`src/rtl/u2l_pkg.sv`:
```
// ----------------------------------------------------------------------------
// u2l_pkg
// Shared types and constants for the UTF-8 to Latin-1 telnet passthrough.
// ----------------------------------------------------------------------------
package u2l_pkg;

  localparam logic [7:0] IAC_BYTE   = 8'hff;
  localparam logic [7:0] BAD_CHAR   = 8'h3f;
  localparam logic [7:0] ASCII_LIM  = 8'h80;
  localparam logic [7:0] LATIN_LOW  = 8'ha0;
  localparam logic [7:0] OPT_CMD_LO = 8'hfb;
  localparam logic [7:0] OPT_CMD_HI = 8'hfe;

  localparam int QUEUE_DEPTH = 2;

  // Decode mode, one-hot.
  typedef enum logic [3:0] {
    MODE_TEXT = 4'b0001,
    MODE_CONT = 4'b0010,
    MODE_IAC  = 4'b0100,
    MODE_OPT  = 4'b1000
  } mode_t;

  // One queued request: the final byte always sits in last_byte; a two-byte
  // request carries its leading byte in first_byte.
  typedef struct packed {
    logic       two;
    logic [7:0] first_byte;
    logic [7:0] last_byte;
  } req_t;

  // Head of the queue as seen by the back end.
  typedef struct packed {
    logic valid;
    req_t req;
  } head_t;

endpackage

```
`src/rtl/u2l_front.sv`:
```
// ----------------------------------------------------------------------------
// u2l_front
// Accepts raw bytes, runs the UTF-8 / telnet decode state and pushes requests.
// ----------------------------------------------------------------------------
module u2l_front (
  input  logic          clk,
  input  logic          rst,
  input  logic          in_valid,
  input  logic [7:0]    in_byte,
  input  logic          full,
  output logic          accept,
  output logic          push,
  output u2l_pkg::req_t push_req
);

  u2l_pkg::mode_t mode, mode_next;
  logic           resume, resume_next;
  logic [1:0]     bytes_left, bytes_left_next;
  logic [20:0]    code_accum, code_accum_next;

  logic [1:0]     left_dec;
  logic [20:0]    cont_bits;
  logic [20:0]    accum_new;
  u2l_pkg::mode_t resume_mode;

  assign accept = in_valid && !full;

  always_comb begin
    left_dec = (bytes_left == 2'd0) ? 2'd0 : bytes_left - 2'd1;
    case (left_dec)
      2'd0:    cont_bits = {15'd0, in_byte[5:0]};
      2'd1:    cont_bits = {9'd0, in_byte[5:0], 6'd0};
      2'd2:    cont_bits = {3'd0, in_byte[5:0], 12'd0};
      default: cont_bits = {in_byte[2:0], 18'd0};
    endcase
    accum_new   = code_accum | cont_bits;
    resume_mode = resume ? u2l_pkg::MODE_CONT : u2l_pkg::MODE_TEXT;
  end

  always_comb begin
    mode_next       = mode;
    resume_next     = resume;
    bytes_left_next = bytes_left;
    code_accum_next = code_accum;
    push            = 1'b0;
    push_req        = '0;
    if (in_byte == u2l_pkg::IAC_BYTE &&
        (mode == u2l_pkg::MODE_TEXT || mode == u2l_pkg::MODE_CONT)) begin
      resume_next = (mode == u2l_pkg::MODE_CONT);
      mode_next   = u2l_pkg::MODE_IAC;
    end else begin
      case (mode)
        u2l_pkg::MODE_TEXT: begin
          if (in_byte < u2l_pkg::ASCII_LIM) begin
            push               = 1'b1;
            push_req.last_byte = in_byte;
          end else if (in_byte[7:5] == 3'b110) begin
            mode_next       = u2l_pkg::MODE_CONT;
            bytes_left_next = 2'd1;
            code_accum_next = {10'd0, in_byte[4:0], 6'd0};
          end else if (in_byte[7:4] == 4'b1110) begin
            mode_next       = u2l_pkg::MODE_CONT;
            bytes_left_next = 2'd2;
            code_accum_next = {5'd0, in_byte[3:0], 12'd0};
          end else if (in_byte[7:3] == 5'b11110) begin
            mode_next       = u2l_pkg::MODE_CONT;
            bytes_left_next = 2'd3;
            code_accum_next = {in_byte[2:0], 18'd0};
          end else begin
            push               = 1'b1;
            push_req.last_byte = u2l_pkg::BAD_CHAR;
          end
        end
        u2l_pkg::MODE_CONT: begin
          if (in_byte[7:6] != 2'b10) begin
            push               = 1'b1;
            push_req.last_byte = u2l_pkg::BAD_CHAR;
            code_accum_next    = '0;
            mode_next          = u2l_pkg::MODE_TEXT;
          end else if (left_dec == 2'd0) begin
            push = 1'b1;
            if (accum_new[20:8] == 13'd0 && accum_new[7:0] >= u2l_pkg::LATIN_LOW) begin
              push_req.last_byte = accum_new[7:0];
            end else begin
              push_req.last_byte = u2l_pkg::BAD_CHAR;
            end
            bytes_left_next = 2'd0;
            code_accum_next = '0;
            mode_next       = u2l_pkg::MODE_TEXT;
          end else begin
            bytes_left_next = left_dec;
            code_accum_next = accum_new;
          end
        end
        u2l_pkg::MODE_IAC: begin
          push = 1'b1;
          if (in_byte == u2l_pkg::IAC_BYTE) begin
            push_req.last_byte = u2l_pkg::BAD_CHAR;
            mode_next          = resume_mode;
          end else begin
            push_req.two        = 1'b1;
            push_req.first_byte = u2l_pkg::IAC_BYTE;
            push_req.last_byte  = in_byte;
            if (in_byte inside {[u2l_pkg::OPT_CMD_LO:u2l_pkg::OPT_CMD_HI]}) begin
              mode_next = u2l_pkg::MODE_OPT;
            end else begin
              mode_next = resume_mode;
            end
          end
        end
        u2l_pkg::MODE_OPT: begin
          push               = 1'b1;
          push_req.last_byte = in_byte;
          mode_next          = resume_mode;
        end
        default: begin
          mode_next = u2l_pkg::MODE_TEXT;
        end
      endcase
    end
    if (!accept) begin
      push = 1'b0;
    end
  end

  always_ff @(posedge clk) begin
    if (rst) begin
      mode       <= u2l_pkg::MODE_TEXT;
      resume     <= 1'b0;
      bytes_left <= 2'd0;
      code_accum <= '0;
    end else if (accept) begin
      mode       <= mode_next;
      resume     <= resume_next;
      bytes_left <= bytes_left_next;
      code_accum <= code_accum_next;
    end
  end

endmodule

```
`src/rtl/u2l_queue.sv`:
```
// ----------------------------------------------------------------------------
// u2l_queue
// Two-entry request queue between the decode front end and the output stage.
// ----------------------------------------------------------------------------
module u2l_queue (
  input  logic           clk,
  input  logic           rst,
  input  logic           push,
  input  u2l_pkg::req_t  push_req,
  input  logic           pop,
  output logic           full,
  output u2l_pkg::head_t head
);

  localparam int PtrW = $clog2(u2l_pkg::QUEUE_DEPTH);
  localparam int CntW = $clog2(u2l_pkg::QUEUE_DEPTH + 1);

  u2l_pkg::req_t entries [u2l_pkg::QUEUE_DEPTH];
  logic [PtrW-1:0] wr_ptr;
  logic [PtrW-1:0] rd_ptr;
  logic [CntW-1:0] count;

  assign full       = (count == CntW'(u2l_pkg::QUEUE_DEPTH));
  assign head.valid = (count != '0);
  assign head.req   = entries[rd_ptr];

  always_ff @(posedge clk) begin
    if (push) begin
      entries[wr_ptr] <= push_req;
    end
  end

  always_ff @(posedge clk) begin
    if (rst) begin
      wr_ptr <= '0;
      rd_ptr <= '0;
      count  <= '0;
    end else begin
      if (push) begin
        wr_ptr <= (wr_ptr == PtrW'(u2l_pkg::QUEUE_DEPTH - 1)) ? '0 : wr_ptr + PtrW'(1);
      end
      if (pop) begin
        rd_ptr <= (rd_ptr == PtrW'(u2l_pkg::QUEUE_DEPTH - 1)) ? '0 : rd_ptr + PtrW'(1);
      end
      case ({push, pop})
        2'b10:   count <= count + CntW'(1);
        2'b01:   count <= count - CntW'(1);
        default: count <= count;
      endcase
    end
  end

endmodule

```
`src/rtl/u2l_back.sv`:
```
// ----------------------------------------------------------------------------
// u2l_back
// Output stage: splits queued requests into result bytes in an output register.
// ----------------------------------------------------------------------------
module u2l_back (
  input  logic           clk,
  input  logic           rst,
  input  u2l_pkg::head_t head,
  output logic           pop,
  output logic           out_valid,
  input  logic           out_stall,
  output logic [7:0]     out_byte,
  output logic           last
);

  logic load;
  logic phase;
  logic lead_half;

  assign load      = !out_valid || !out_stall;
  assign lead_half = head.req.two && !phase;
  assign pop       = load && head.valid && !lead_half;

  always_ff @(posedge clk) begin
    if (rst) begin
      out_valid <= 1'b0;
      phase     <= 1'b0;
    end else if (load) begin
      out_valid <= head.valid;
      if (head.valid) begin
        phase <= lead_half;
      end
    end
  end

  always_ff @(posedge clk) begin
    if (load && head.valid) begin
      out_byte <= lead_half ? head.req.first_byte : head.req.last_byte;
      last     <= !lead_half;
    end
  end

endmodule

```
`src/rtl/utf8_to_latin1_telnet_passthrough.sv`:
```
// ----------------------------------------------------------------------------
// utf8_to_latin1_telnet_passthrough
// UTF-8 to ISO-8859-1 byte converter with TELNET command passthrough.
// ----------------------------------------------------------------------------
// Throughput: one input byte per cycle while the request queue is not full; a
//   byte that yields two results (IAC plus command) holds the output register
//   for both results in turn.
// Input stall is the queue full flag of the two-entry request queue.
// Reset (rst, synchronous): decode state to plain text, queue empty,
//   output invalid.
// ----------------------------------------------------------------------------
module utf8_to_latin1_telnet_passthrough (
  input  logic       clk,
  input  logic       rst,
  // Raw byte channel.
  input  logic       in_valid,
  output logic       in_stall,
  input  logic [7:0] in_byte,
  // Converted byte channel.
  output logic       out_valid,
  input  logic       out_stall,
  output logic [7:0] out_byte,
  output logic       last
);

  logic           accept;
  logic           push;
  logic           pop;
  logic           full;
  u2l_pkg::req_t  push_req;
  u2l_pkg::head_t head;

  // Stall the source only while the request queue is full; the output side
  // is decoupled through the queue, so a stalled result never blocks decode
  // until the queue backs up.
  assign in_stall = full;

  // Front end: decode each accepted byte and push zero or one request.
  // Bytes that only advance the decoder (lead bytes, IAC) push nothing.
  u2l_front u_front (
    .clk      (clk),
    .rst      (rst),
    .in_valid (in_valid),
    .in_byte  (in_byte),
    .full     (full),
    .accept   (accept),
    .push     (push),
    .push_req (push_req)
  );

  // Request queue: hold decoded requests until the output stage drains them.
  u2l_queue u_queue (
    .clk      (clk),
    .rst      (rst),
    .push     (push),
    .push_req (push_req),
    .pop      (pop),
    .full     (full),
    .head     (head)
  );

  // Back end: emit one byte per cycle while not stalled, two bytes for an IAC
  // command request, and flag the final byte of each request with last.
  u2l_back u_back (
    .clk       (clk),
    .rst       (rst),
    .head      (head),
    .pop       (pop),
    .out_valid (out_valid),
    .out_stall (out_stall),
    .out_byte  (out_byte),
    .last      (last)
  );

endmodule
```
`config.mk`:
```
export PLATFORM = sky130hd
export DESIGN_NAME = utf8_to_latin1_telnet_passthrough
export DESIGN_NICKNAME = d
export VERILOG_FILES = /design/src/rtl/u2l_pkg.sv /design/src/rtl/u2l_front.sv /design/src/rtl/u2l_queue.sv /design/src/rtl/u2l_back.sv /design/src/rtl/utf8_to_latin1_telnet_passthrough.sv
export SDC_FILE = /design/constraint.sdc
export NUM_CORES = 1
export LEC_CHECK = 0
export BUFFER_PORTS_ARGS = -buffer_cell sky130_fd_sc_hd__buf_2
export CAP_MARGIN = 20
export CORE_ASPECT_RATIO = 0.6
export CORE_MARGIN = 8
export CORE_UTILIZATION = 45
export CTS_CLUSTER_SIZE = 10
export DETAILED_ROUTE_END_ITERATION = 6
export GPL_TIMING_DRIVEN = 1
export PLACE_DENSITY = 0.62
export REMOVE_ABC_BUFFERS = 1
export SETUP_SLACK_MARGIN = 0.2
export SKIP_LAST_GASP = 1
export SLEW_MARGIN = 0
export SYNTH_ARGS = -nofsm -noshare
export SYNTH_HDL_FRONTEND = slang
export SYNTH_SLANG_ARGS = --single-unit
```
`constraint.sdc`:
```
create_clock -name clk -period 2.18 [get_ports clk]
set_input_delay 0.436 -clock clk [delete_from_list [all_inputs] [get_ports clk]]
set_output_delay 0.436 -clock clk [all_outputs]
set_load 0.02 [all_outputs]
```
After elaboration in Yosys (flattened, before gate mapping). Memories as Yosys holds them, arrays and structs flattened. A register that Yosys moved wholly into a read port is not among the register bits. Cells that the tools add are included.

Register bits: 43. RAM bits: 34. Output and inout bits: 11. Logic and storage cells: 125. Memories kept: 1.

Add/sub/neg operators: 5. $lt $le $gt $ge: 4. Eq/ne operators: 20. Muxes and demuxes: 56. Bitwise gates (word level): 2. Reductions and logical operators: 26.

Memories: u_queue.entries (words 2, width 17, rd ports 1, clocked after memory_dff 1, wr ports 1, RTL line u2l_queue.sv:18) `u2l_pkg::req_t entries [u2l_pkg::QUEUE_DEPTH];`.

Operator list (count): $mux W21 (6); $mux W8 (8); $pmux W21 S3 (1); $pmux W21 S2 (1); $mux W4 (9); $pmux W8 S4 (1); $or A21 B21 Y21 (1); $mux W9 (2); $mux W17 (1); $ge A8 B8 Y1 const B (2); $mux W2 (8); $pmux W4 S4 (1); $mux W1 (14); $logic_not A13 Y1 (1); $eq A4 B4 Y1 const B (2); $eq A8 B8 Y1 const B (1); $le A8 B8 Y1 const B (1); $lt A8 B8 Y1 const B (1); $ne A4 B4 Y1 const B (2); $pmux W2 S2 (2); $logic_and A1 B1 Y1 (7); $eq A2 B2 Y1 const B (3); $mux W6 (1); $ne A2 B2 Y1 const B (3); other kinds (22) (34).

Longest topological paths before layout.
Word-level depth: 12. Mapped depth: 9. Depth with buffers taken out: 8.

Hierarchy. A second synthesis with hierarchy kept.

Cells, all modules: 320. Area total of the unflattened synthesis: 3786.1 µm².

Modules (own cells, without submodules): u2l_front (times used 1, cells an instance 217, area each 1848.0 µm², sequential area each 560.5 µm²); u2l_queue (times used 1, cells an instance 75, area each 1430.1 µm², sequential area each 1121.1 µm²); u2l_back (times used 1, cells an instance 28, area each 508.0 µm², sequential area each 310.3 µm²).

Worst setup path after synthesis. Ideal clock, no wire load.

Kind: input to register. Start point: input port in_byte[6]. End point: register u_queue.count[1]. Library setup time: 71 ps. Arrival time: 2257 ps. Required time: 2109 ps. Setup slack: -147 ps. Stages on the path: 8. Cell sequence: clkbuf_1 > nand2_1 > nor3_1 > o21ai_0 > o211ai_1 > ha_1 > or3_1 > a21oi_1.

Word-level cells in the longest chain between the ends: 10. Elaborated cells on any way between the ends: 19. Those cells by class: order compare: 1; eq/ne: 7; mux: 9; reduce/logical: 2.

Ends and longest elaborated chain: from (decl) (RTL line utf8_to_latin1_telnet_passthrough.sv:18) `input logic [7:0] in_byte,`; $eq A5 B5 Y1 (RTL line u2l_front.sv:65) `end else if (in_byte[7:3] == 5'b11110) begin`; $mux W1 (RTL line u2l_front.sv:65); $mux W1 (RTL line u2l_front.sv:61) `end else if (in_byte[7:4] == 4'b1110) begin`; $mux W1 (RTL line u2l_front.sv:57) `end else if (in_byte[7:5] == 3'b110) begin`; $mux W1 (RTL line u2l_front.sv:54) `if (in_byte < u2l_pkg::ASCII_LIM) begin`; $pmux W1 S3 (RTL line u2l_front.sv:52) `case (mode)`; $mux W1 * (RTL line u2l_front.sv:47) `if (in_byte == u2l_pkg::IAC_BYTE &&`; $mux W1 * (RTL line u2l_front.sv:121) `if (!accept) begin`; $eq A2 B1 Y1 / $eq A2 B2 Y1 (equally long branches) (RTL line u2l_queue.sv:45) `case ({push, pop})`; $pmux W2 S2 / $reduce_bool A2 Y1 (equally long branches); to (signal assigned) (RTL line u2l_queue.sv:46) `2'b10: count <= count + CntW'(1);`; to (signal assigned) (RTL line u2l_queue.sv:47) `2'b01: count <= count - CntW'(1);`; to (signal assigned) (RTL line u2l_queue.sv:48) `default: count <= count;`; to (decl) (RTL line u2l_queue.sv:21) `logic [CntW-1:0] count;`.

Every way passes the cells marked *; elsewhere a longest branch is shown, timed or not. A chain may end at the register's enable or synchronous reset.

Worst setup path in the final report.
Start point: register u_front.mode[2]. End point: register u_queue.count[1].

Word-level cells in the longest chain between the ends: 7. Elaborated cells on any way between the ends: 14. Those cells by class: eq/ne: 6; mux: 4; reduce/logical: 4.

Ends and longest elaborated chain: from (decl) (RTL line u2l_front.sv:16) `u2l_pkg::mode_t mode, mode_next;`; from (signal assigned) (RTL line u2l_front.sv:128) `mode <= u2l_pkg::MODE_TEXT;`; from (signal assigned) (RTL line u2l_front.sv:133) `mode <= mode_next;`; $eq A4 B4 Y1, or another cell as far along (RTL line u2l_front.sv:52); $reduce_or A2 Y1 (no source line) / $logic_or A1 B1 Y1 (equally long branches); $pmux W1 S3 / $logic_and A1 B1 Y1 (equally long branches) (RTL line u2l_front.sv:52, u2l_front.sv:47); $mux W1 * (RTL line u2l_front.sv:47); $mux W1 * (RTL line u2l_front.sv:121); $eq A2 B1 Y1 / $eq A2 B2 Y1 (equally long branches) (RTL line u2l_queue.sv:45); $pmux W2 S2 / $reduce_bool A2 Y1 (equally long branches).

Marks and branches as above.

==> qor.yml <==
run_status: "finished clean"
die_area_mm2: 0.00958
hold_viol_final: 0
grt_pass1_vias: 2398
drt-vias-per-instance: 5.47
relSlewSlack: 0.485
ff2ff_path_depth: 6
synth_top_family_by_area: "simple AND/OR/NAND/NOR gates"
regToRegSetupSlack_ps: 120
post-route-min-period_ps: 2060
grtUsageTotal: 0.162
synthTopCellsByArea: "edfxtp_1 (27%), dfxtp_1 (23%), nor2_1 (4.9%), a22o_1 (3.8%), mux2i_1 (3.7%)"
sw_frac_of_total: 0.341
synthXorXnorAreaFrac: 0.00881
synth_edf_count: 27
tightest_slew_ps: 773
hold_path_depth: 3
diodes: 0
cts_buffers: 9
io_pins: 23
synthSimpleGateAreaFrac: 0.218
clkLatencyLatePin_ps: 340
cts_tree: "done"
p_comb_frac: 0.361
worst-path-max-fanout: 6
synth.yosys.seq_area_share: 0.507
syn-cell-area_mm2: 0.00298
cts_sinks: 62
vias: 2485
drive_gt1_frac: 0.368
cap_viol_max_count: 0
holdPathEnd: "u_back.out_valid"
worstHoldStart: "out_stall"
finalSetupViolations: 0
ys_seq_elements: 62
final_area_mm2: 0.00395
rr_startpoint: "u_front.mode[2]"
synthMuxAreaShare: 0.0407
r2r-end: "u_queue.count[1]"
core.rowCount: 23
p_int_uw: 2510
setup_tns_ps: 0
synthArstFlopShare: 0
powerDensity_mw_per_mm2: 965
cts.reportedPaths.clkPinSlew_ps: 70
peakVddDrop_mv: 0.477
die_w_um: 121
place.gp.congestion: 0.939
crit_required_ps: 2450
drt_iter0_drc: 204
dr.pass1.iters: 4
arrival_ps: 2330
ys_types: 58
die_y_um: 79.1
grt_first_pass_wirelength_um: 12100
dp.cells: 432
drv_slew: 0
synth_fa_ha_area_frac: 0.00419
wl_per_cell_um: 16.6
core-area_mm2: 0.00653
p_sw_uw: 1300
cts_max_path_buffers: 2
syn_avg_cell_area_um2: 10.1
period_share: 0.943
grt_setup_unrepaired: "yes"
crit_path_start_kind: "register"
placed_area_mm2: 0.00347
route.detailed.drc: 0
p_seq_frac: 0.416
cp-end-kind: "register"
clock_skew_ps: 7.26
fin_util: 0.604
cts_root_buf: "clkbuf_8"
crit_type: "register to register"
leakagePower_uw: 0.00150
synthFlopType: "dfxtp_1"
finalWirelength_um: 7520
synth-warning-count: 0
grt_antenna_before_repair: 0
areaGrowthSynthToFinish_pct: 32.4
synth_cells: 295
antenna_left: 0
hp-class: "primary input to register"
grt_max_degree: 23
nets: 375
yosys.area.top_type: "edfxtp_1"
hpwl_um: 5400
netlist.area_leader.share: 0.272
fin_cells: 454
timing.fmax_mhz: 486
htreeDepth: 3
grt_remaining_overflow: 0
io_buffers: 22
p_clk_frac: 0.223
synth_compound_area_frac: 0.177
initial_core_util: 0.457
==> synth_stat cells (2+ instances only) <==
cell type and number:
nand2b_1 4, o21ai_0 6, nor4_1 7, nor2_1 39, o31ai_1 3, o22ai_1 9
buf_2 7, mux2i_1 11, a31oi_1 4, inv_1 7, nor2b_1 7, nand3_1 6
nor4b_2 3, edfxtp_1 27, a41oi_1 2, o211ai_1 3, a21oi_1 17, nor3b_1 2
nor3_1 4, and2_1 5, nor4b_1 3, buf_6 3, a22o_1 13, clkbuf_1 9
a31o_1 4, nand2_1 20, and3_1 3, dfxtp_1 35, xnor2_1 2, or3_1 2
==> worst max-delay path by stage <==
stage                                  endpoint  slack, ps             startpoint
after floorplan                u_queue.count[1]       -110  u_front.bytes_left[1]
after global placement    u_queue.entries[1][2]        -30             in_byte[1]
after detailed placement       u_queue.count[1]        -60             in_byte[0]
after CTS                      u_queue.count[1]         80        u_front.mode[0]
after global routing           u_queue.count[1]         10        u_front.mode[0]
final                          u_queue.count[1]        120        u_front.mode[2]
==> layout by cell type (no fill, tap or decap), types with 3 or more instances in the layout <==
| cell | netlist | final |
|---|---|---|
| nor2_1 | 39 | 35 |
| o22ai_1 | 9 | 3 |
| o31ai_1 | 3 | 3 |
| a22o_1 | 13 | 13 |
| and2_1 | 5 | 5 |
| dfxtp_1 | 35 | 30 |
| and3_1 | 3 | 3 |
| o211ai_1 | 3 | 3 |
| buf_6 | 3 | 9 |
| a21oi_2 | 1 | 3 |
| nor3_1 | 4 | 4 |
| buf_2 | 7 | 22 |
| a31o_1 | 4 | 4 |
| mux2i_1 | 11 | 11 |
| clkbuf_8 | 0 | 9 |
| nand3_1 | 6 | 6 |
| buf_4 | 0 | 44 |
| a31oi_1 | 4 | 4 |
| o21ai_1 | 0 | 3 |
| nand2_1 | 20 | 20 |
| nor2_2 | 1 | 3 |
| nor2b_1 | 7 | 7 |
| nor4_4 | 0 | 6 |
| nor4b_4 | 1 | 4 |
| edfxtp_1 | 27 | 27 |
| dfxtp_2 | 0 | 3 |
| a21oi_1 | 17 | 15 |
| o22ai_2 | 0 | 6 |
| inv_1 | 7 | 7 |
| nand2b_1 | 4 | 4 |
==> through the flow <==
step / hold slack, ps / worst slack [ps] / power, µW
after floorplan: 435 / -109 / 2310
after global placement: 450 / -29.5 / 2780
after detailed placement: 464 / -56.1 / 2790
after CTS: 348 / 81.0 / 3730
after global routing: 352 / 10.2 / 4050
final: 366 / 124 / 3810
==> layout make-up <==
type / count / area, µm²
Clock buffer: 10 / 128
Tap cell: 87 / 109
Fill cell: 530 / 2580
Sequential cell: 62 / 1520
Clock inverter: 6 / 38.8
Inverter: 7 / 26.3
Timing Repair Buffer: 76 / 562
Multi-Input combinational cell: 206 / 1560
==> worst max-delay path: stages, from the launching register on <==
cell and delay [ps]:
dfxtp_4 370, nor4b_4 350, a21boi_1 280, o211ai_1 200, ha_2 310, or3_1 370
a21oi_2 110
==> per-layer routing <==
metal / global-route usage / vias up / routed length, µm
met1: 0.223 / 1163 / 3640
met5: 0 / - / 0
met3: 0.0644 / 4 / 624
li1: - / 1226 / -
met2: 0.228 / 92 / 3190
met4: 0.0483 / 0 / 56
==> sequential cells by signal (all words and copies together), names as in the netlist, named ones only <==
register,cells
u_back.phase,1
u_queue.rd_ptr,1
u_front.code_accum,21
u_back.last,1
u_back.out_byte,8
u_front.bytes_left,2
u_front.mode,4
u_back.out_valid,1
u_front.resume,1
u_queue.count,2
u_queue.entries,18
u_queue.wr_ptr,1
==> kinds of logic (layout without fill, tap and decap cells) <==
logic type / Yosys count / count (layout)
and+or+nand+nor: 116 / 116
AOI/OAI and AO/OA: 74 / 74
DFF: 62 / 62
buffers and inverters: 27 / 99
muxes: 12 / 12
xor gates and xnor gates: 3 / 3
adders and majority gates: 1 / 1
==> power groups by stage <==
stage,clock network [µW],registers [µW],logic [µW]
after global routing,929,1610,1510
after CTS,874,1580,1270
after detailed placement,0,1600,1200
after global placement,0,1590,1180
after floorplan,0,1720,590
final,850,1590,1370
==> timing repair <==
item | in CTS | in global routing
gates resized for setup | 31 | 32
hold buffers | 0 | 0
setup buffers | 1 | 3
pin swaps | 8 | 9
cloned | 2 | 0
setup endpoints to repair | 57 | 58
Note: power is estimated with default switching activity, not from simulation.
